## src/hw/rtl/stack_machine_executor_unit_defines.svh

```systemverilog
// assertion macros shared by the executor modules
`ifndef STACK_MACHINE_EXECUTOR_UNIT_DEFINES_SVH
`define STACK_MACHINE_EXECUTOR_UNIT_DEFINES_SVH

// same-cycle implication, clocked on clk, off during reset
`define SME_ASSERT_NOW(lbl, ante, cons, msg) \
    lbl: assert property (@(posedge clk) disable iff (!rst_n) (ante) |-> (cons)) \
        else $error(msg);

// next-cycle implication, clocked on clk, off during reset
`define SME_ASSERT_NEXT(lbl, ante, cons, msg) \
    lbl: assert property (@(posedge clk) disable iff (!rst_n) (ante) |=> (cons)) \
        else $error(msg);

`endif

```

## src/hw/rtl/sme_muldiv.sv

```systemverilog
// iterative 64-bit multiplier and signed divider, one bit per cycle
module sme_muldiv (
    input  logic        clk,
    input  logic        rst_n,
    input  logic        start,
    input  logic        is_mul,
    input  logic        want_rem,
    input  logic [63:0] a,
    input  logic [63:0] b,
    output logic        done,
    output logic [63:0] result
);

    logic        busy_reg;
    logic        fix_reg;
    logic        done_reg;
    logic [5:0]  cnt_reg;
    logic [63:0] acc_reg;
    logic [63:0] sh_reg;
    logic [63:0] opd_reg;
    logic        mul_reg;
    logic        rem_reg;
    logic        neg_reg;
    logic [63:0] res_reg;
    logic [63:0] trial;
    logic [63:0] fin_val;

    assign trial   = {acc_reg[62:0], sh_reg[63]};
    assign fin_val = mul_reg ? acc_reg : (rem_reg ? acc_reg : sh_reg);

    always_ff @(posedge clk or negedge rst_n)
    begin
        if (!rst_n)
        begin
            busy_reg <= 1'b0;
            fix_reg  <= 1'b0;
            done_reg <= 1'b0;
            cnt_reg  <= '0;
        end
        else if (start)
        begin
            busy_reg <= 1'b1;
            fix_reg  <= 1'b0;
            done_reg <= 1'b0;
            cnt_reg  <= '0;
        end
        else if (busy_reg && !fix_reg)
        begin
            cnt_reg <= cnt_reg + 6'd1;
            if (cnt_reg == 6'd63)
            begin
                fix_reg <= 1'b1;
            end
        end
        else if (fix_reg)
        begin
            fix_reg  <= 1'b0;
            busy_reg <= 1'b0;
            done_reg <= 1'b1;
        end
    end

    always_ff @(posedge clk)
    begin
        if (start)
        begin
            mul_reg <= is_mul;
            rem_reg <= want_rem;
            acc_reg <= '0;
            if (is_mul)
            begin
                sh_reg  <= b;
                opd_reg <= a;
                neg_reg <= 1'b0;
            end
            else
            begin
                sh_reg  <= a[63] ? (64'd0 - a) : a;
                opd_reg <= b[63] ? (64'd0 - b) : b;
                neg_reg <= want_rem ? a[63] : (a[63] ^ b[63]);
            end
        end
        else if (busy_reg && !fix_reg)
        begin
            if (mul_reg)
            begin
                if (sh_reg[0])
                begin
                    acc_reg <= acc_reg + opd_reg;
                end
                opd_reg <= {opd_reg[62:0], 1'b0};
                sh_reg  <= {1'b0, sh_reg[63:1]};
            end
            else if (trial >= opd_reg)
            begin
                acc_reg <= trial - opd_reg;
                sh_reg  <= {sh_reg[62:0], 1'b1};
            end
            else
            begin
                acc_reg <= trial;
                sh_reg  <= {sh_reg[62:0], 1'b0};
            end
        end
        else if (fix_reg)
        begin
            res_reg <= neg_reg ? (64'd0 - fin_val) : fin_val;
        end
    end

    assign done   = done_reg;
    assign result = res_reg;

endmodule

```

## config.mk

```make
export PLATFORM = sky130hd
export DESIGN_NAME = sme_muldiv
export DESIGN_NICKNAME = d
export VERILOG_FILES = /design/src/hw/rtl/stack_machine_executor_unit_defines.svh /design/src/hw/rtl/sme_muldiv.sv
export SDC_FILE = /design/constraint.sdc
export NUM_CORES = 1
export LEC_CHECK = 0
export BUFFER_PORTS_ARGS = -buffer_cell sky130_fd_sc_hd__buf_2
export CAP_MARGIN = 20
export CORE_ASPECT_RATIO = 0.7
export CORE_MARGIN = 4
export CORE_UTILIZATION = 60
export CTS_CLUSTER_SIZE = 40
export DETAILED_ROUTE_END_ITERATION = 12
export PLACE_DENSITY_LB_ADDON = 0.12
export SETUP_SLACK_MARGIN = 0.05
export SKIP_CTS_REPAIR_TIMING = 1
export SLEW_MARGIN = 0
export SYNTH_ARGS = -nofsm -noshare
export SYNTH_HDL_FRONTEND = slang
export SYNTH_SLANG_ARGS = --single-unit
```

## constraint.sdc

```tcl
create_clock -name clk -period 8.65 [get_ports clk]
set_clock_uncertainty 0.15 [all_clocks]
set_input_delay 1.2975 -clock clk [delete_from_list [all_inputs] [get_ports clk]]
set_output_delay 1.2975 -clock clk [all_outputs]
set_load 0.01 [all_outputs]
```

* Yosys cells after proc, flatten, opt, wreduce, memory -nomap -nowiden
Index checks and enable logic that the tools add are counted.
** Storage, ports and cells
- Flip-flop bits (word level) :: 268
- Bits in latches :: 0
- Bits in writable memories :: 0
- Memory bits (read-only) :: 0
- Input port bits :: 133
- Output and inout port bits :: 65
- Logic and storage cells :: 63
- Memories :: 0
** Operators by class
- $add $sub $neg :: 6
- Multiply operators :: 0
- Div/mod/pow operators :: 0
- Order comparisons :: 1
- Equal/unequal tests :: 4
- Shift operators :: 0
- Multiplexer cells :: 29
- Bitwise operators :: 3
- Reduce and logical (&&, ||, !) cells :: 9
** Operator list (number)
- 64-bit 2-to-1 mux :: 16
- 1-bit by 64-bit subtractor with 64-bit output (first input constant) :: 3
- 64-bit adder :: 1
- 64-bit greater-or-equal comparator :: 1
- 64-bit subtractor :: 1
- 6-bit 2-to-1 mux :: 2
- 1-bit 2-to-1 mux :: 11
- 6-bit by 1-bit adder with 6-bit output (second input constant) :: 1
- 6-bit == test (second input constant) :: 1
- 2-bit AND reduction :: 3
- 2-bit nonzero test :: 3
- 2-bit inequality test (second input constant) :: 2
- 3-bit inequality test (second input constant) :: 1
- 3-bit AND reduction :: 1
- 1-bit inverter :: 2
- 1-bit logical AND :: 1
- 1-bit zero test :: 1
- 1-bit XOR :: 1

* Longest topological paths before layout
- Depth after elaboration :: 5
- Mapped depth :: 16
- Depth with buffers taken out :: 13

* Worst setup path before layout
Ideal clock, no wire load.
- Path kind :: reg-to-reg
- Start :: register mul_reg
- End :: register res_reg[48], in the netlist result[48], data pin
- Library setup time :: 0.261 ns
- Data arrival time :: 5.266 ns
- Required time :: 8.239 ns
- Path slack :: 2.973 ns
- Stages on the path, launching flop included :: 17
- Path buffers :: 5
- Clock period less this slack :: 5.677 ns
- Cell sequence :: edfxtp_1 -> nor2_1 -> clkbuf_1 -> clkbuf_1 -> buf_1 -> buf_1 -> clkbuf_1 -> mux2i_1 -> ha_1 -> nor4b_1 -> o221ai_1 -> nand3b_1 -> nor2_1 -> nand3_1 -> o41ai_1 -> o21ai_0 -> xnor2_1
** On the way
- Word-level cells in the longest chain between the ends :: 3
** RTL lines
- from (decl) :: line sme_muldiv.sv:21 : logic mul_reg;
- from (signal assigned) :: line sme_muldiv.sv:67 : mul_reg <= is_mul;
- 64-bit 2-to-1 mux * :: line sme_muldiv.sv:29 : assign fin_val = mul_reg ? acc_reg : (rem_reg ? acc_reg : sh_reg);
- 1-bit by 64-bit subtractor with 64-bit output :: line sme_muldiv.sv:107 : res_reg <= neg_reg ? (64'd0 - fin_val) : fin_val;
- 64-bit 2-to-1 mux * :: line sme_muldiv.sv:107
- to (signal assigned) :: line sme_muldiv.sv:107
- to (decl) :: line sme_muldiv.sv:24 : logic [63:0] res_reg;
Every way passes the cells marked *; elsewhere a longest branch is shown, timed or not.
A chain may end at the register's enable or synchronous reset.

* Final worst setup path
- Start :: register mul_reg
- End :: register res_reg[54], in the netlist result[54], data pin
The elaborated chain is that of the path after synthesis.

==> key figures <==
Run status
  • Status: finished, final reports clean

Placement
  • PortBufs: 197
  • Post-DP HPWL: 74200 um
  • GP Congestion: 1.05
  • Pre-CTS setup slack: 3.19 ns
  • Cells after DPL: 3835

Yosys
  • Synth Area per Inst: 7.95 um^2
  • Syn Nets: 3529
  • Cell taking the most area after synthesis: edfxtp_1
  • Synth unique cells: 77
  • Post-Syn Instances: 3263
  • Largest cells by area after synthesis: edfxtp_1 (23%), o21ai_0 (6.5%), xor2_1 (6.4%)
  • Post-synthesis register bit count: 268
  • Synth Cell Area: 25900 um^2
  • Asr flop ratio synth: 0.0336
  • Main flop type after synthesis: edfxtp_1
  • Ys Warns: 0
  • Post-synthesis sequential area ratio: 0.284
  • Yosys top cell area share: 0.226
  • EDFF count, synth: 195

Worst setup path
  • CP Capture Type: register
  • Critical path arrival: 5.57 ns
  • CP startpoint kind: register
  • Crit Path Max Fanout: 168
  • Worst Path Required: 8.83 ns
  • Setup CP Type: register to register

Clock tree
  • H-tree depth: 1
  • Clk root buf: clkbuf_16
  • TritonCTS clock tree: built
  • Worst-skew pair later-pin latency: 0.60 ns
  • CTS Buf Count: 28
  • Bufs on Longest Clock Path: 3
  • CTS sink count: 268
  • Reg clk slew, reported paths: 0.07 ns

Cells and area
  • Storage cell area: 7360 um^2
  • Footprint of the multi-input gates: 17400 um^2
  • Area Overhead vs Synth: 8.44%
  • Final net count: 3582
  • Filler cells: 3716
  • Finished Layout Cells: 3891
  • Most frequent cells in the layout: nand2_1 (428), o21ai_0 (338), a21oi_1 (236)
  • Commonest non-fill, non-tap cell in the layout: nand2_1
  • Share of layout cells above drive strength 1: 0.104

Floorplanning
  • Die area: 46700 um^2
  • Top-level port count: 198
  • Core Area: 42500 um^2
  • Row count: 63
  • Chip height: 182 um
  • Die W: 256 um
  • Initial Utilization: 0.610

Hold path
  • Min-delay worst type: register to register

STA
  • Final WS setup: 3.26 ns
  • Final Setup Violations: 0
  • Worst Tran Pin Value: 1.08 ns
  • Final period util: 0.624
  • Final hold violations: 0
  • Max_slew headroom: 0.281
  • Period minus WS final: 5.39 ns
  • Total negative slack: 0 ns
  • Peak Freq: 0.185 GHz
  • Slew Viols, Final: 0
  • RSZ-0062 raised after global routing: false

GRT
  • Gr usage total: 0.388
  • Largest net degree at the start of global routing: 169
  • Initial antenna violation count: 4
  • First-pass GRT wire length: 142000 um
  • Vias in the first global route: 23400
  • Grt total ovfl: 0

Detailed routing
  • Post-route DRC: 0
  • Vias per Instance: 6.78
  • Routed Antenna Nets: 0
  • WL per Instance: 24.4 um
  • Initial drt markers: 3993
  • Vias: 26400
  • First-pass DRT Iterations: 7
  • WL final: 95100 um

Power and ir drop
  • PwrDens: 252 nW/um^2
  • Max VDD drop: 0.154 mV
  • Pleak: 0.0114 uW

Job
  • Max-Cap Viols: 0
==> worst paths after layout <==
path	start	endpoint	slack, ns	depth (start not counted)
worst max-delay path	mul_reg	result[54]	3.26	11
worst min-delay path	done	done	0.36	2
worst max register to register	mul_reg	result[54]	3.26	11
worst min register to register	done	done	0.36	2
max in group asynchronous	rst_n	cnt_reg[0]	7.79	1
min in group asynchronous	rst_n	done	0.39	1
==> layout make-up <==
type,count,share of cell area
clock buffers,31,0.0261
clock inverters,19,0.00743
diodes,3,0.000267
multi-input cells,2678,0.619
inverters,112,0.0150
well taps,552,0.0246
repair buffers,228,0.0460
flip-flops and latches,268,0.262
==> report_power, final <==
part           total, uW  switching [uW]  internal (uW)
Sequential          2030             410           1620
Clock               1290             555            730
Combinational       3770            2340           1430
Total               7080            3310           3780
==> logic make-up (layout without fill, tap and decap cells) <==
kind of cell,count (synthesis),in the layout,synth area share
and+or+nand+nor,1042,1042,0.189
AOI/OAI and AO/OA,1037,1037,0.250
buffers and inverters,317,390,0.0462
xor gates and xnor gates,294,294,0.0993
DFF,268,268,0.284
muxes,172,172,0.0677
adders and majority gates,133,133,0.0648
other,0,3,0
==> critical path, stage by stage (launching register included) <==
cell and delay (ns):
edfxtp_1 0.44, buf_12 0.61, or2_2 0.81, a21oi_1 0.19, nor4b_1 0.54, o221ai_1 0.35
nand3b_1 0.35, nor2_1 0.35, nand3_1 0.24, o21ai_0 0.55, o21ai_0 0.24, xnor2_1 0.19
==> metal layers <==
layer,wire length (um),global-route usage,up-vias
met5,21,0,-
met4,1930,0.0693,4
met3,18400,0.175,160
met2,33300,0.470,1878
met1,41400,0.615,12200
li1,-,-,12100
==> stage by stage <==
stage / hold slack, ns / instance area, um^2 / util / total power [uW]
finish: 0.356 / 28100 / 0.662 / 7080
CTS: 0.361 / 28100 / 0.660 / 6890
global placement: 0.323 / 27100 / 0.638 / 5520
floorplan: 0.331 / 25900 / - / 4510
detailed placement: 0.344 / 27100 / 0.638 / 5590
global route: 0.375 / 28100 / 0.662 / 7450
==> cells in the mapped netlist, types with 60 or more instances <==
| cell | number |
|---|---|
| dfxtp_1 | 64 |
| ha_1 | 131 |
| edfxtp_1 | 195 |
| mux2i_1 | 144 |
| nor3_1 | 92 |
| clkbuf_1 | 173 |
| o21ai_0 | 339 |
| a21oi_1 | 237 |
| o211ai_1 | 60 |
| xnor2_1 | 105 |
| xor2_1 | 189 |
| a21o_1 | 77 |
| nor2_1 | 212 |
| nand2_1 | 428 |
| inv_1 | 111 |
| o31ai_1 | 61 |
Note: power is estimated with default switching activity, not from simulation.
