===== src/hw/rtl/stack_machine_executor_unit_defines.svh =====
// assertion macros shared by the executor modules
`ifndef STACK_MACHINE_EXECUTOR_UNIT_DEFINES_SVH
`define STACK_MACHINE_EXECUTOR_UNIT_DEFINES_SVH

// same-cycle implication, clocked on clk, off during reset
`define SME_ASSERT_NOW(lbl, ante, cons, msg) \
    lbl: assert property (@(posedge clk) disable iff (!rst_n) (ante) |-> (cons)) \
        else $error(msg);

// next-cycle implication, clocked on clk, off during reset
`define SME_ASSERT_NEXT(lbl, ante, cons, msg) \
    lbl: assert property (@(posedge clk) disable iff (!rst_n) (ante) |=> (cons)) \
        else $error(msg);

`endif


===== src/hw/rtl/sme_pkg.sv =====
// package: opcodes, status codes, word types and control structs of the executor
package sme_pkg;

    localparam int STACK_DEPTH_DEF = 256;
    localparam int CALL_DEPTH_DEF  = 256;
    localparam int LABEL_BITS_DEF  = 8;
    localparam int ADDR_BITS_DEF   = 16;
    localparam int REG_COUNT_DEF   = 16;

    localparam logic [7:0] OP_HALT  = 8'h00;
    localparam logic [7:0] OP_DEBUG = 8'h01;
    localparam logic [7:0] OP_MOVL  = 8'h08;
    localparam logic [7:0] OP_MOVR  = 8'h09;
    localparam logic [7:0] OP_PUSH  = 8'h10;
    localparam logic [7:0] OP_DUP   = 8'h11;
    localparam logic [7:0] OP_DROP  = 8'h12;
    localparam logic [7:0] OP_SWAP  = 8'h13;
    localparam logic [7:0] OP_LD    = 8'h20;
    localparam logic [7:0] OP_ST    = 8'h21;
    localparam logic [7:0] OP_ADD   = 8'h30;
    localparam logic [7:0] OP_SUB   = 8'h31;
    localparam logic [7:0] OP_MUL   = 8'h32;
    localparam logic [7:0] OP_DIV   = 8'h33;
    localparam logic [7:0] OP_MOD   = 8'h34;
    localparam logic [7:0] OP_LABEL = 8'hA0;
    localparam logic [7:0] OP_CALL  = 8'hA1;
    localparam logic [7:0] OP_JMP   = 8'hA2;
    localparam logic [7:0] OP_JZ    = 8'hA3;
    localparam logic [7:0] OP_JNZ   = 8'hA4;
    localparam logic [7:0] OP_JPOS  = 8'hA5;
    localparam logic [7:0] OP_JNEG  = 8'hA6;
    localparam logic [7:0] OP_RET   = 8'hA7;
    localparam logic [7:0] OP_PUTN  = 8'hB0;
    localparam logic [7:0] OP_PUTC  = 8'hB1;

    localparam logic [3:0] ST_RUN   = 4'd0;
    localparam logic [3:0] ST_END   = 4'd1;
    localparam logic [3:0] ST_HALT  = 4'd2;
    localparam logic [3:0] ST_OVF   = 4'd3;
    localparam logic [3:0] ST_UNF   = 4'd4;
    localparam logic [3:0] ST_COVF  = 4'd5;
    localparam logic [3:0] ST_CUNF  = 4'd6;
    localparam logic [3:0] ST_BADOP = 4'd7;
    localparam logic [3:0] ST_DIVZ  = 4'd8;

    localparam logic [2:0] OK_NONE  = 3'd0;
    localparam logic [2:0] OK_NUM   = 3'd1;
    localparam logic [2:0] OK_CHAR  = 3'd2;
    localparam logic [2:0] OK_DEBUG = 3'd3;
    localparam logic [2:0] OK_HALT  = 3'd4;

    typedef struct packed {
        logic               kind;
        logic [7:0]         opcode;
        logic [3:0]         dest_reg;
        logic [3:0]         src_reg;
        logic signed [63:0] literal;
        logic [7:0]         label_id;
        logic [15:0]        label_target;
    } item_t;

    typedef struct packed {
        logic [3:0]         status;
        logic [15:0]        next_ip;
        logic [2:0]         out_kind;
        logic signed [63:0] out_value;
        logic [8:0]         stack_depth;
        logic [8:0]         call_depth;
    } result_t;

    typedef struct packed {
        logic [15:0] program_size;
    } cfg_t;

    typedef struct packed {
        logic clear;
        logic load_in;
        logic read;
        logic md_start;
        logic commit;
        logic wr2;
    } sme_cmd_t;

    typedef struct packed {
        logic clear_done;
        logic md_go;
        logic swap;
        logic md_done;
        logic out_free;
    } sme_sts_t;

endpackage


===== src/hw/rtl/sme_ctrl.sv =====
// controller: sequences clearing, accept, read, execute and write-back
`include "stack_machine_executor_unit_defines.svh"

module sme_ctrl (
    input  logic              clk,
    input  logic              rst_n,
    input  logic              in_valid,
    output logic              in_ready,
    input  sme_pkg::sme_sts_t sts,
    output sme_pkg::sme_cmd_t cmd
);

    localparam logic [2:0] S_CLEAR = 3'd0;
    localparam logic [2:0] S_IDLE  = 3'd1;
    localparam logic [2:0] S_READ  = 3'd2;
    localparam logic [2:0] S_EXEC  = 3'd3;
    localparam logic [2:0] S_ARITH = 3'd4;
    localparam logic [2:0] S_WR2   = 3'd5;

    logic [2:0] state_reg;
    logic [2:0] state_next;

    always_comb
    begin
        state_next = state_reg;
        cmd        = '0;
        unique case (state_reg)
            S_CLEAR:
            begin
                cmd.clear = 1'b1;
                if (sts.clear_done) state_next = S_IDLE;
            end
            S_IDLE:
            begin
                if (in_valid)
                begin
                    cmd.load_in = 1'b1;
                    state_next  = S_READ;
                end
            end
            S_READ:
            begin
                cmd.read   = 1'b1;
                state_next = S_EXEC;
            end
            S_EXEC:
            begin
                if (sts.md_go)
                begin
                    cmd.md_start = 1'b1;
                    state_next   = S_ARITH;
                end
                else if (sts.out_free)
                begin
                    cmd.commit = 1'b1;
                    state_next = sts.swap ? S_WR2 : S_IDLE;
                end
            end
            S_ARITH:
            begin
                if (sts.md_done && sts.out_free)
                begin
                    cmd.commit = 1'b1;
                    state_next = S_IDLE;
                end
            end
            S_WR2:
            begin
                cmd.wr2    = 1'b1;
                state_next = S_IDLE;
            end
            default:
            begin
                state_next = S_IDLE;
            end
        endcase
    end

    always_ff @(posedge clk or negedge rst_n)
    begin
        if (!rst_n)
        begin
            state_reg <= S_CLEAR;
        end
        else
        begin
            state_reg <= state_next;
        end
    end

    assign in_ready = (state_reg == S_IDLE);

    `SME_ASSERT_NOW(a_commit_free, cmd.commit, sts.out_free, "result word committed over a pending one")

endmodule

===== config.mk =====
export PLATFORM = sky130hd
export DESIGN_NAME = sme_ctrl
export DESIGN_NICKNAME = d
export VERILOG_FILES = /design/src/hw/rtl/sme_pkg.sv /design/src/hw/rtl/sme_ctrl.sv
export VERILOG_INCLUDE_DIRS = /design/src /design/src/hw/rtl
export SDC_FILE = /design/constraint.sdc
export NUM_CORES = 1
export LEC_CHECK = 0
export BUFFER_PORTS_ARGS = -buffer_cell sky130_fd_sc_hd__buf_2
export CAP_MARGIN = 20
export CORE_AREA = 2 2 39 41
export DETAILED_ROUTE_END_ITERATION = 6
export DIE_AREA = 0 0 41 43
export GPL_ROUTABILITY_DRIVEN = 0
export GPL_TIMING_DRIVEN = 0
export PLACE_DENSITY = 0.43
export SLEW_MARGIN = 30
export SYNTH_ARGS = -nofsm -noshare
export SYNTH_HDL_FRONTEND = slang
export SYNTH_SLANG_ARGS = --single-unit

===== constraint.sdc =====
create_clock -name clk -period 1.25 [get_ports clk]
set_input_delay 0.25 -clock clk [delete_from_list [all_inputs] [get_ports clk]]
set_output_delay 0.25 -clock clk [all_outputs]
set_load 0.05 [all_outputs]

-- Yosys cells after proc, flatten, opt, wreduce, memory -nomap -nowiden
Index checks and enable logic that the tools add are counted.
- bits of input ports: 8
- register bits after elaboration: 3
- equal/unequal tests: 9
- reduce and logical (&&, ||, !) cells: 3
- mux-type cells: 18
- operators by type and width (kind ; number):
    3-bit 2-to-1 mux ; 6
    3-bit one-hot mux with 5 select lines ; 1
    1-bit 2-to-1 mux ; 10
    3-bit by 2-bit equality test with 1-bit output, second input constant ; 2
    3-bit equality test, second input constant ; 2
    2-bit inequality test, second input constant ; 3
    4-bit AND reduction ; 1
    3-bit by 1-bit equality test with 1-bit output, second input constant ; 1
    3-bit zero test ; 1
    3-bit inequality test, second input constant ; 1
    1-bit one-hot mux with 2 select lines ; 1
    1-bit logical AND ; 1

-- Longest topological paths before layout
Gate-level depths: netlist of the first run.
- word-level depth: 4
- mapped depth: 4

-- Least setup slack after synthesis of the first run
OpenSTA, ideal clock, no wires.
- path type: flip-flop to output port
- from: register state_reg[0]
- to: output port cmd[3] (netlist bit)
- data required time: 1000 ps
- cell stages (with the launch flop): 3
- data arrival time: 1681 ps
- path buffers: 1
- slack: -681 ps
- path through: dfrtp_1 > buf_4 > nor3b_1
- RTL lines (item ; line ; RTL):
    start, declared ; sme_ctrl.sv:20 ; logic [2:0] state_reg;
    start signal, assigned ; sme_ctrl.sv:87 ; state_reg <= state_next;
    end, declared ; sme_ctrl.sv:10 ; output sme_pkg::sme_cmd_t cmd

==> metrics.csv, run 1 <==
metric;value;unit
area_growth;143.0;%
grt_max_degree;8;
layout.cells.non_filler;76;
grt_usage;11.07;%
max-cap-violations;0;
overflow;0;
synth_edf_count;0;
fmax;649.4;MHz
period_share;123.2;%
synth_ff_type;dfrtp_1;
clockBufferDepth;2;
synth_top_area_cell;dfrtp_1;
layout.nets;69;
cts-root-buf;clkbuf_4;
p_total;1.722;mW
cts_sinks;3;
multiInputGateArea;209.0;um2
worst_setup_path_start_kind;flop;
violations;setup timing;
yosys.area.top_type_share;30.00;%
yosysWarnings;0;
path_max_fanout;7;
fin_hold_ws;0.2858;ns
clk_latency;0.23;ns
ys_types;21;
drtAntennaViolNets;0;
critPathCaptureType;primary output;
wl_per_cell;10.17;um
die_h;43;um
drt-vias-per-instance;4.237;
outcome;finished with violations;
crit_arrival;1.29;ns
drt-total-wl;773;um
p_leak;0.2954;nW
syn_avg_cell_area;8.937;um2
htree_levels;1;
hp-class;in -> reg;
drv_slew;0;
synth_area;250.2;um2
drt_iter0_drc;2;
setup_viol;7;
die_w;41;um
cts_tree;done;
cts_buffers;3;
antenna_cells;0;
largest_reg_flops;3;
rsz0062_at_grt;true;
fillers;146;
num_rows;14;
core_area;0.001384;mm2
post-route-min-period;1.540;ns
power_density;2833;mW/mm2
die_area;0.001763;mm2
grt_pass1_wl;1.269;mm
drc;0;
post-dp-hpwl;447.3;um
clkTransAtPathRegs;0.03;ns
synthTopCellsByArea;dfrtp_1 (30%), nand3b_4 (8.0%), a21oi_1 (6.0%);
crit_required;1.00;ns
slew_headroom;90.06;%
drive_gt1_share;70.00;%
synth_nets;36;
async_reset_ff_share;100.0;%
antenna_found_initial;0;
seq_area_frac_synth;30.00;%
final_hold_viol_count;0;
path_class;reg -> out;
skew;0.001690;ns
portBuffers;14;
grt_pass1_vias;346;
vias;322;
synth_seq_cells;3;
irDropWorstVdd;0.8542;mV
place_inst;58;
syn_inst;28;
dr.pass1.iters;2;
worstMarginPinSlew;0.1475;ns
worst_slack;-0.2899;ns
io_pins;15;
final-seq-area;77.57;um2
initial_utilization;18.08;%
synth_common_cells;a21oi_1 (3), dfrtp_1 (3), nand2b_1 (2), nand3b_1 (2), nor2_1 (2);
cells in the final DEF (no fill, tap or decap), drive strengths merged:
| cell | instances |
|---|---|
| a21oi | 3 |
| and4bb | 1 |
| nand2 | 1 |
| nor3 | 1 |
| dfrtp | 3 |
| nand3 | 1 |
| dlygate4sd3 | 1 |
| and3 | 1 |
| inv | 1 |
| nand2b | 2 |
| nand3b | 3 |
| o21a | 1 |
| nor2 | 3 |
| clkbuf | 4 |
| and3b | 2 |
| nor3b | 1 |
| buf | 28 |
| and2 | 1 |
| o21ai | 2 |
timing repair:
action,in CTS,in global routing
setup endpoints to repair,7,7
pin swaps,1,0
hold endpoints to repair,3,0
cloned,0,0
gates resized for setup,20,7
buffers inserted,11,2
hold buffers,1,0
through the flow:
stage / utilization, % / setup slack (ns) / area [um2] / TNS (ns)
CTS: 41.14 / -0.2992 / 569.3 / -1.549
floorplan: - / 0.0004546 / 289.0 / 0
finish: 43.94 / -0.2899 / 608.1 / -1.709
detailed placement: 27.40 / -0.1659 / 379.1 / -0.3352
global route: 43.94 / -0.3396 / 608.1 / -2.020
global placement: 27.40 / -0.1712 / 379.1 / -0.3419
worst paths after layout:
check                                          from                       end  slack (ns)  cells past startpoint
min in group asynchronous                     rst_n  state_reg[1]$_DFFE_PN0P_        0.34                      2
min reg2reg                state_reg[2]$_DFFE_PN0P_  state_reg[1]$_DFFE_PN0P_        0.69                      3
max                        state_reg[0]$_DFFE_PN0P_                    cmd[1]       -0.29                      4
max reg2reg                state_reg[2]$_DFFE_PN0P_  state_reg[0]$_DFFE_PN0P_        0.10                      4
max in group asynchronous                     rst_n  state_reg[2]$_DFFE_PN0P_        0.79                      2
min                                          sts[2]  state_reg[2]$_DFFE_PN0P_        0.29                      3
cell families (layout without fill, tap and decap cells):
family,after synthesis,in the layout,share of synthesized area (%)
DFF,3,3,30.00
and+or+nand+nor,17,17,52.50
AOI/OAI and AO/OA,6,6,13.00
buffers and inverters,2,34,4.500
power breakdown:
group          switching, mW  internal (mW)
combinational          0.625          0.709
clock                 0.0506          0.120
sequential            0.0710          0.147
per-layer routing:
layer  track usage [%]  vias to the layer above  part of all wire, %
met4             10.00                        0                    0
met5                 0                        -                    0
met2             15.31                       12                   55
met3             3.141                        0                  5.7
met1             12.94                      146                   40
li1                  -                      164                    -
worst max-delay path, stage by stage (launching register included):
cell,delay (ns)
dfrtp_1,0.38
buf_6,0.14
and4bb_1,0.27
o21a_4,0.14
buf_8,0.13
area by class of cell:
class                      instances  share of cell area, %
timing repair buffer              28                  42.80
buffer                             1                  1.852
multi-input combinational         23                  34.36
tap                               16                  3.292
inverter                           1                 0.6173
clock buffer                       4                  4.321
sequential                         3                  12.76
Note: power is estimated with default switching activity, not from simulation.
==> inputs of run 2 (changes only) <==
--- a/config.mk
+++ b/config.mk
@@ -12,8 +12,8 @@
 export DETAILED_ROUTE_END_ITERATION = 6
 export DIE_AREA = 0 0 41 43
 export GPL_ROUTABILITY_DRIVEN = 0
-export GPL_TIMING_DRIVEN = 0
 export PLACE_DENSITY = 0.43
+export SETUP_SLACK_MARGIN = 0.5
 export SLEW_MARGIN = 30
 export SYNTH_ARGS = -nofsm -noshare
 export SYNTH_HDL_FRONTEND = slang
==> run 2 against run 1 <==
Effect of this change: largest cell class is now multi-input gates; worst hold slack better by 0.014 ns; cell area down 13%; routed wire length down 12%; via count down 7.5%; flip-flop and latch count unchanged; sequential power about the same; sequential share of layout area up 1.9 points; global-route usage down 1.6 points; the flow still finishes with violations (setup timing).
==> metrics.csv, run 2 (synthesis results as in run 1) <==
metric;value;unit;change
hp-class;in -> reg;;unchanged
post-dp-hpwl;515.2;um;was 447.3 um
setup_viol;7;;unchanged
layout.cells.non_filler;69;;was 76
power_density;2795;mW/mm2;was 2833 mW/mm2
slew_headroom;88.25;%;was 90.06%
pre_cts_ws;-0.1027;ns;was -0.1659 ns
final_cell_mix;buf_6 (8), buf_2 (7), buf_4 (5), clkbuf_4 (3);;was buf_4 (10), buf_2 (7), buf_6 (5), buf_8 (5)
fillers;148;;was 146
critPathCaptureType;primary output;;unchanged
antenna_found_initial;0;;unchanged
irDropWorstVdd;0.9697;mV;was 0.8542 mV
skew;0.002820;ns;was 0.001690 ns
cts-root-buf;clkbuf_4;;unchanged
clockPowerShare;11.3;%;was 9.9%
grt_use_met2;12.81;%;was 15.31%
grt_usage;9.447;%;was 11.07%
drive_gt1_share;71.70;%;was 70.00%
p_int;0.7826;mW;was 0.9755 mW
min_path_cells;3;;unchanged
fmax;675.8;MHz;was 649.4 MHz
die_h;43;um;unchanged
clkTransAtPathRegs;0.03;ns;about the same
layout.nets;62;;was 69
die_w;41;um;unchanged
grt_pass1_vias;282;;was 346
p_seq_share;14.9;%;was 12.7%
cts_sinks;3;;unchanged
drtAntennaViolNets;0;;unchanged
swShare;47.10;%;was 43.37%
portBuffers;14;;unchanged
path_class;reg -> out;;unchanged
overflow;0;;unchanged
antenna_cells;0;;unchanged
use_met3;6.806;%;was 3.141%
grt_max_degree;11;;was 8
rsz0062_at_grt;true;;unchanged
place_inst;62;;was 58
max-cap-violations;0;;unchanged
cts_buffers;3;;unchanged
final_common_cell;buf_6;;was buf_4
p_sw;0.6967;mW;was 0.7470 mW
die_area;0.001763;mm2;unchanged
violations;setup timing;;unchanged
grt.busiest_layer;met2;;unchanged
grt_pass1_wl;1.076;mm;was 1.269 mm
clk_latency;0.23;ns;about the same
cts_tree;done;;unchanged
num_rows;14;;unchanged
area_growth;111.5;%;was 143.0%
path_max_fanout;3;;was 7
wl_per_cell;9.884;um;was 10.17 um
clockBufferDepth;2;;unchanged
crit_arrival;1.23;ns;was 1.29 ns
drt-total-wl;682;um;was 773 um
worst_setup_path_start_kind;flop;;unchanged
drv_slew;0;;unchanged
outcome;finished with violations;;unchanged
initial_utilization;18.08;%;unchanged
io_pins;15;;unchanged
core_area;0.001384;mm2;unchanged
largest_reg_flops;3;;unchanged
worstMarginPinSlew;0.1762;ns;was 0.1475 ns
use_met1;10.97;%;was 12.94%
final_hold_viol_count;0;;unchanged
worst_slack;-0.2297;ns;was -0.2899 ns
post-route-min-period;1.480;ns;was 1.540 ns
vias;298;;was 322
fin_hold_ws;0.2996;ns;was 0.2858 ns
p_leak;0.2491;nW;was 0.2954 nW
drt-vias-per-instance;4.319;;was 4.237
crit_required;1.00;ns;about the same
period_share;118.4;%;was 123.2%
reg2regPathDepth;4;;unchanged
dr.pass1.iters;4;;was 2
drc;0;;unchanged
drt_iter0_drc;6;;was 2
comb_power_share;73.8;%;was 77.5%
htree_levels;1;;unchanged
## run 2: changes by cell type in the layout (fill, tap and decap cells not counted), sizes merged
| cell | delta |
|---|---|
| buf | -7 |
## run 2: timing repair
action                                 4_1_cts  5_1_grt
resized for setup                           15        6
pin swaps                                    3        3
endpoints found under the hold margin        3        0
setup endpoints to repair                   10       10
hold buffers                                 1        0
setup buffers                                0        2
## run 2: path summary, 6_finish.rpt
check	slack, ns	startpoint	end
setup / recovery	-0.23	state_reg[0]$_DFFE_PN0P_	cmd[1]
hold / removal	0.30	sts[2]	state_reg[2]$_DFFE_PN0P_
hold reg to reg	0.49	state_reg[2]$_DFFE_PN0P_	state_reg[1]$_DFFE_PN0P_
setup reg to reg	0.12	state_reg[0]$_DFFE_PN0P_	state_reg[0]$_DFFE_PN0P_
max in group asynchronous	0.79	rst_n	state_reg[2]$_DFFE_PN0P_
min in group asynchronous	0.34	rst_n	state_reg[1]$_DFFE_PN0P_
## run 2: worst max-delay path: stages, from the launching register on
cell and delay [ns]:
dfrtp_1 0.41, and4bb_1 0.25, o21a_4 0.20, buf_8 0.14
## run 2: power groups by stage
stage                     clock, mW  combinational, mW  sequential [mW]
final                         0.167               1.09            0.221
after global routing          0.195               1.15            0.227
after CTS                     0.176              0.994            0.215
after detailed placement          0              0.884            0.217
after global placement            0              0.890            0.214
after floorplan                   0              0.657            0.224
## run 2: through the flow
step | util [%] | total power, mW | area [um2] | TNS, ns
after floorplan | - | 0.8808 | 292.8 | -0.03553
after global placement | 29.57 | 1.104 | 409.1 | -0.2979
after detailed placement | 29.57 | 1.101 | 409.1 | -0.3090
after CTS | 35.62 | 1.385 | 493.0 | -1.439
after global routing | 38.25 | 1.575 | 529.3 | -1.613
final | 38.25 | 1.479 | 529.3 | -1.208
## run 2: layout make-up
| type | instances | area, um2 | area share (%) |
|---|---|---|---|
| Sequential cell | 3 | 77.57 | 14.66 |
| Multi-Input combinational cell | 23 | 214.0 | 40.43 |
| Clock buffer | 4 | 26.28 | 4.965 |
| Tap cell | 16 | 20.02 | 3.783 |
| Timing Repair Buffer | 22 | 187.7 | 35.46 |
| Inverter | 1 | 3.754 | 0.7092 |
## run 2: layer usage
layer,part of all wire [%],vias to the layer above
met4,0,0
met3,7.5,0
met1,44,138
met5,0,-
li1,-,148
met2,48,12
==> inputs of run 3 (changes only) <==
--- a/config.mk
+++ b/config.mk
@@ -6,13 +6,14 @@
 export SDC_FILE = /design/constraint.sdc
 export NUM_CORES = 1
 export LEC_CHECK = 0
+export ABC_AREA = 1
 export BUFFER_PORTS_ARGS = -buffer_cell sky130_fd_sc_hd__buf_2
 export CAP_MARGIN = 20
 export CORE_AREA = 2 2 39 41
 export DETAILED_ROUTE_END_ITERATION = 6
 export DIE_AREA = 0 0 41 43
 export GPL_ROUTABILITY_DRIVEN = 0
-export PLACE_DENSITY = 0.43
+export PLACE_DENSITY = 0.44
 export SETUP_SLACK_MARGIN = 0.5
 export SLEW_MARGIN = 30
 export SYNTH_ARGS = -nofsm -noshare
==> run 3 against run 2 <==
Effect of this change: the run still ends with setup timing left; first-iteration DRC count fell by 67%; core utilization rose by 6.6 points; via count up 25%; routed wire length up 17%; flip-flop and latch count stayed put; cell area is 17% higher; combinational power up 33%; critical endpoint unchanged.
==> metrics.csv, run 3 <==
metric;value;unit;change
portBuffers;14;;unchanged
period_share;117.4;%;was 118.4%
drv_slew;0;;unchanged
cts_buffers;3;;unchanged
grt_max_degree;5;;was 11
largest_reg_flops;3;;unchanged
synth_most_common_cell;nand2_1;;
clockPowerShare;9.4;%;was 11.3%
worstMarginPinSlew;0.1739;ns;was 0.1762 ns
synth_nets;52;;was 36
synth_edf_count;0;;unchanged
p_int;0.8913;mW;was 0.7826 mW
slew_headroom;88.41;%;was 88.25%
p_sw;0.9440;mW;was 0.6967 mW
drt_iter0_drc;2;;was 6
clockBufferDepth;2;;unchanged
fin_hold_ws;0.3372;ns;was 0.2996 ns
fmax;681.6;MHz;was 675.8 MHz
cts-root-buf;clkbuf_4;;unchanged
post-route-min-period;1.467;ns;was 1.480 ns
core_area;0.001384;mm2;unchanged
dr.pass1.iters;4;;unchanged
htree_levels;1;;unchanged
drt-total-wl;801;um;was 682 um
final_hold_viol_count;0;;unchanged
final_util;44.85;%;was 38.25%
multiInputGateArea;225.2;um2;was 214.0 um2
synth_ff_type;dfrtp_1;;unchanged
vias;372;;was 298
final-seq-area;76.32;um2;was 77.57 um2
synthTopCellsByArea;dfrtp_1 (30%), nand2_1 (18%), inv_1 (13%);;was dfrtp_1 (30%), nand3b_4 (8.0%), a21oi_1 (6.0%)
post-dp-hpwl;627.5;um;was 515.2 um
syn_inst;44;;was 28
drive_gt1_share;66.22;%;was 71.70%
synth_seq_cells;3;;unchanged
drt-vias-per-instance;4.133;;was 4.319
overflow;0;;unchanged
io_pins;15;;unchanged
cts_sinks;3;;unchanged
seq_area_frac_synth;29.56;%;was 30.00%
fillers;143;;was 148
syn_avg_cell_area;5.773;um2;was 8.937 um2
die_w;41;um;unchanged
die_area;0.001763;mm2;unchanged
die_h;43;um;unchanged
crit_arrival;1.22;ns;was 1.23 ns
final_cell_mix;nand2_1 (11), buf_4 (8), buf_2 (7), buf_6 (7), nor2_4 (5);;was buf_6 (8), buf_2 (7), buf_4 (5), clkbuf_4 (3)
final_common_cell;nand2_1;;was buf_6
wl_per_cell;8.900;um;was 9.884 um
drtAntennaViolNets;0;;unchanged
ys_types;12;;was 21
async_reset_ff_share;100.0;%;unchanged
cts_tree;done;;unchanged
initial_utilization;18.35;%;was 18.08%
antenna_found_initial;0;;unchanged
synth_top_area_cell;dfrtp_1;;unchanged
synth_area;254.0;um2;was 250.2 um2
irDropWorstVdd;1.278;mV;was 0.9697 mV
area_growth;144.3;%;was 111.5%
p_leak;0.3062;nW;was 0.2491 nW
crit_required;1.00;ns;about the same
worst_slack;-0.2171;ns;was -0.2297 ns
comb_power_share;78.9;%;was 73.8%
grt_pass1_wl;1.228;mm;was 1.076 mm
worst_setup_path_start_kind;flop;;unchanged
outcome;finished with violations;;unchanged
antenna_cells;0;;unchanged
path_class;reg -> out;;unchanged
swShare;51.44;%;was 47.10%
p_total;1.835;mW;was 1.479 mW
yosys.area.top_type_share;29.56;%;was 30.00%
num_rows;14;;unchanged
grt_usage;11.18;%;was 9.447%
power_density;2957;mW/mm2;was 2795 mW/mm2
critPathCaptureType;primary output;;unchanged
hp-class;in -> async;;was in -> reg
synth_common_cells;nand2_1 (12), inv_1 (9), nor2_1 (8);;was a21oi_1 (3), dfrtp_1 (3), nand2b_1 (2), nand3b_1 (2), nor2_1 (2)
p_seq_share;11.6;%;was 14.9%
max-cap-violations;0;;unchanged
rsz0062_at_grt;true;;unchanged
setup_viol;7;;unchanged
path_max_fanout;3;;unchanged
skew;0.005328;ns;was 0.002820 ns
clk_latency;0.24;ns;was 0.23 ns
pre_cts_ws;-0.1284;ns;was -0.1027 ns
violations;setup timing;;unchanged
grt_pass1_vias;337;;was 282
tns;-1.204;ns;was -1.208 ns
drc;0;;unchanged
layout.nets;83;;was 62
clkTransAtPathRegs;0.04;ns;was 0.03 ns
yosysWarnings;0;;unchanged
-- run 3: metrics by stage --
stage / cells / cell area (um2)
3_5_place_dp: 84 / 490.5
4_1_cts: 89 / 598.1
3_3_place_gp: 84 / 490.5
6_report: 90 / 620.6
5_1_grt: 90 / 620.6
2_1_floorplan: 44 / 325.3
-- run 3: what timing repair did --
action	CTS	global route
buffers inserted	0	1
hold buffers	1	0
pin swaps	3	3
gates resized for setup	21	4
hold endpoints to repair	3	0
setup endpoints to repair	10	10
-- run 3: cell families (layout without fill, tap and decap cells) --
family                 Yosys count  count (layout)  share of synthesized area (%)
AND/OR/NAND/NOR                 30              30                          52.22
buffers and inverters            9              39                          13.30
flip-flops                       3               3                          29.56
AO/OA/AOI/OAI                    2               2                          4.925
-- run 3: layout make-up --
cell class / count / share of cell area [%]
clock buffer: 4 / 4.234
inverter: 9 / 7.056
multi-input combinational: 32 / 36.29
sequential: 3 / 12.30
tap: 16 / 3.226
timing repair buffer: 26 / 36.90
-- run 3: path summary, 6_finish.rpt --
path | startpoint | end | slack (ns) | cells after the start
worst max-delay path | state_reg[1]$_DFFE_PN0P_ | cmd[1] | -0.22 | 4
worst min-delay path | rst_n | state_reg[2]$_DFFE_PN0P_ | 0.34 | 2
worst max register to register | state_reg[1]$_DFFE_PN0P_ | state_reg[2]$_DFFE_PN0P_ | 0.04 | 8
worst min register to register | state_reg[2]$_DFFE_PN0P_ | state_reg[0]$_DFFE_PN0P_ | 0.72 | 4
max in group asynchronous | rst_n | state_reg[2]$_DFFE_PN0P_ | 0.80 | 2
min in group clk | sts[0] | state_reg[1]$_DFFE_PN0P_ | 0.34 | 4
-- run 3: power groups by stage --
stage	combinational, mW	clock (mW)	sequential, mW
final	1.45	0.173	0.214
after global routing	1.56	0.193	0.222
after CTS	1.39	0.177	0.215
after detailed placement	1.17	0	0.212
after global placement	1.18	0	0.211
after floorplan	0.806	0	0.220
-- run 3: routing by layer --
metal  GRT usage (%)  part of all wire, %  vias up
met5               0                    0        -
met4           12.00                    0        0
met3           1.571                  7.2        0
met2           17.81                   57       11
met1           10.71                   35      166
li1                -                    -      195
-- run 3: worst max-delay path: stages, from the launching register on --
cell     delay (ns)
dfrtp_1        0.40
nor2_2         0.16
inv_2          0.07
o31ai_4        0.17
buf_6          0.18
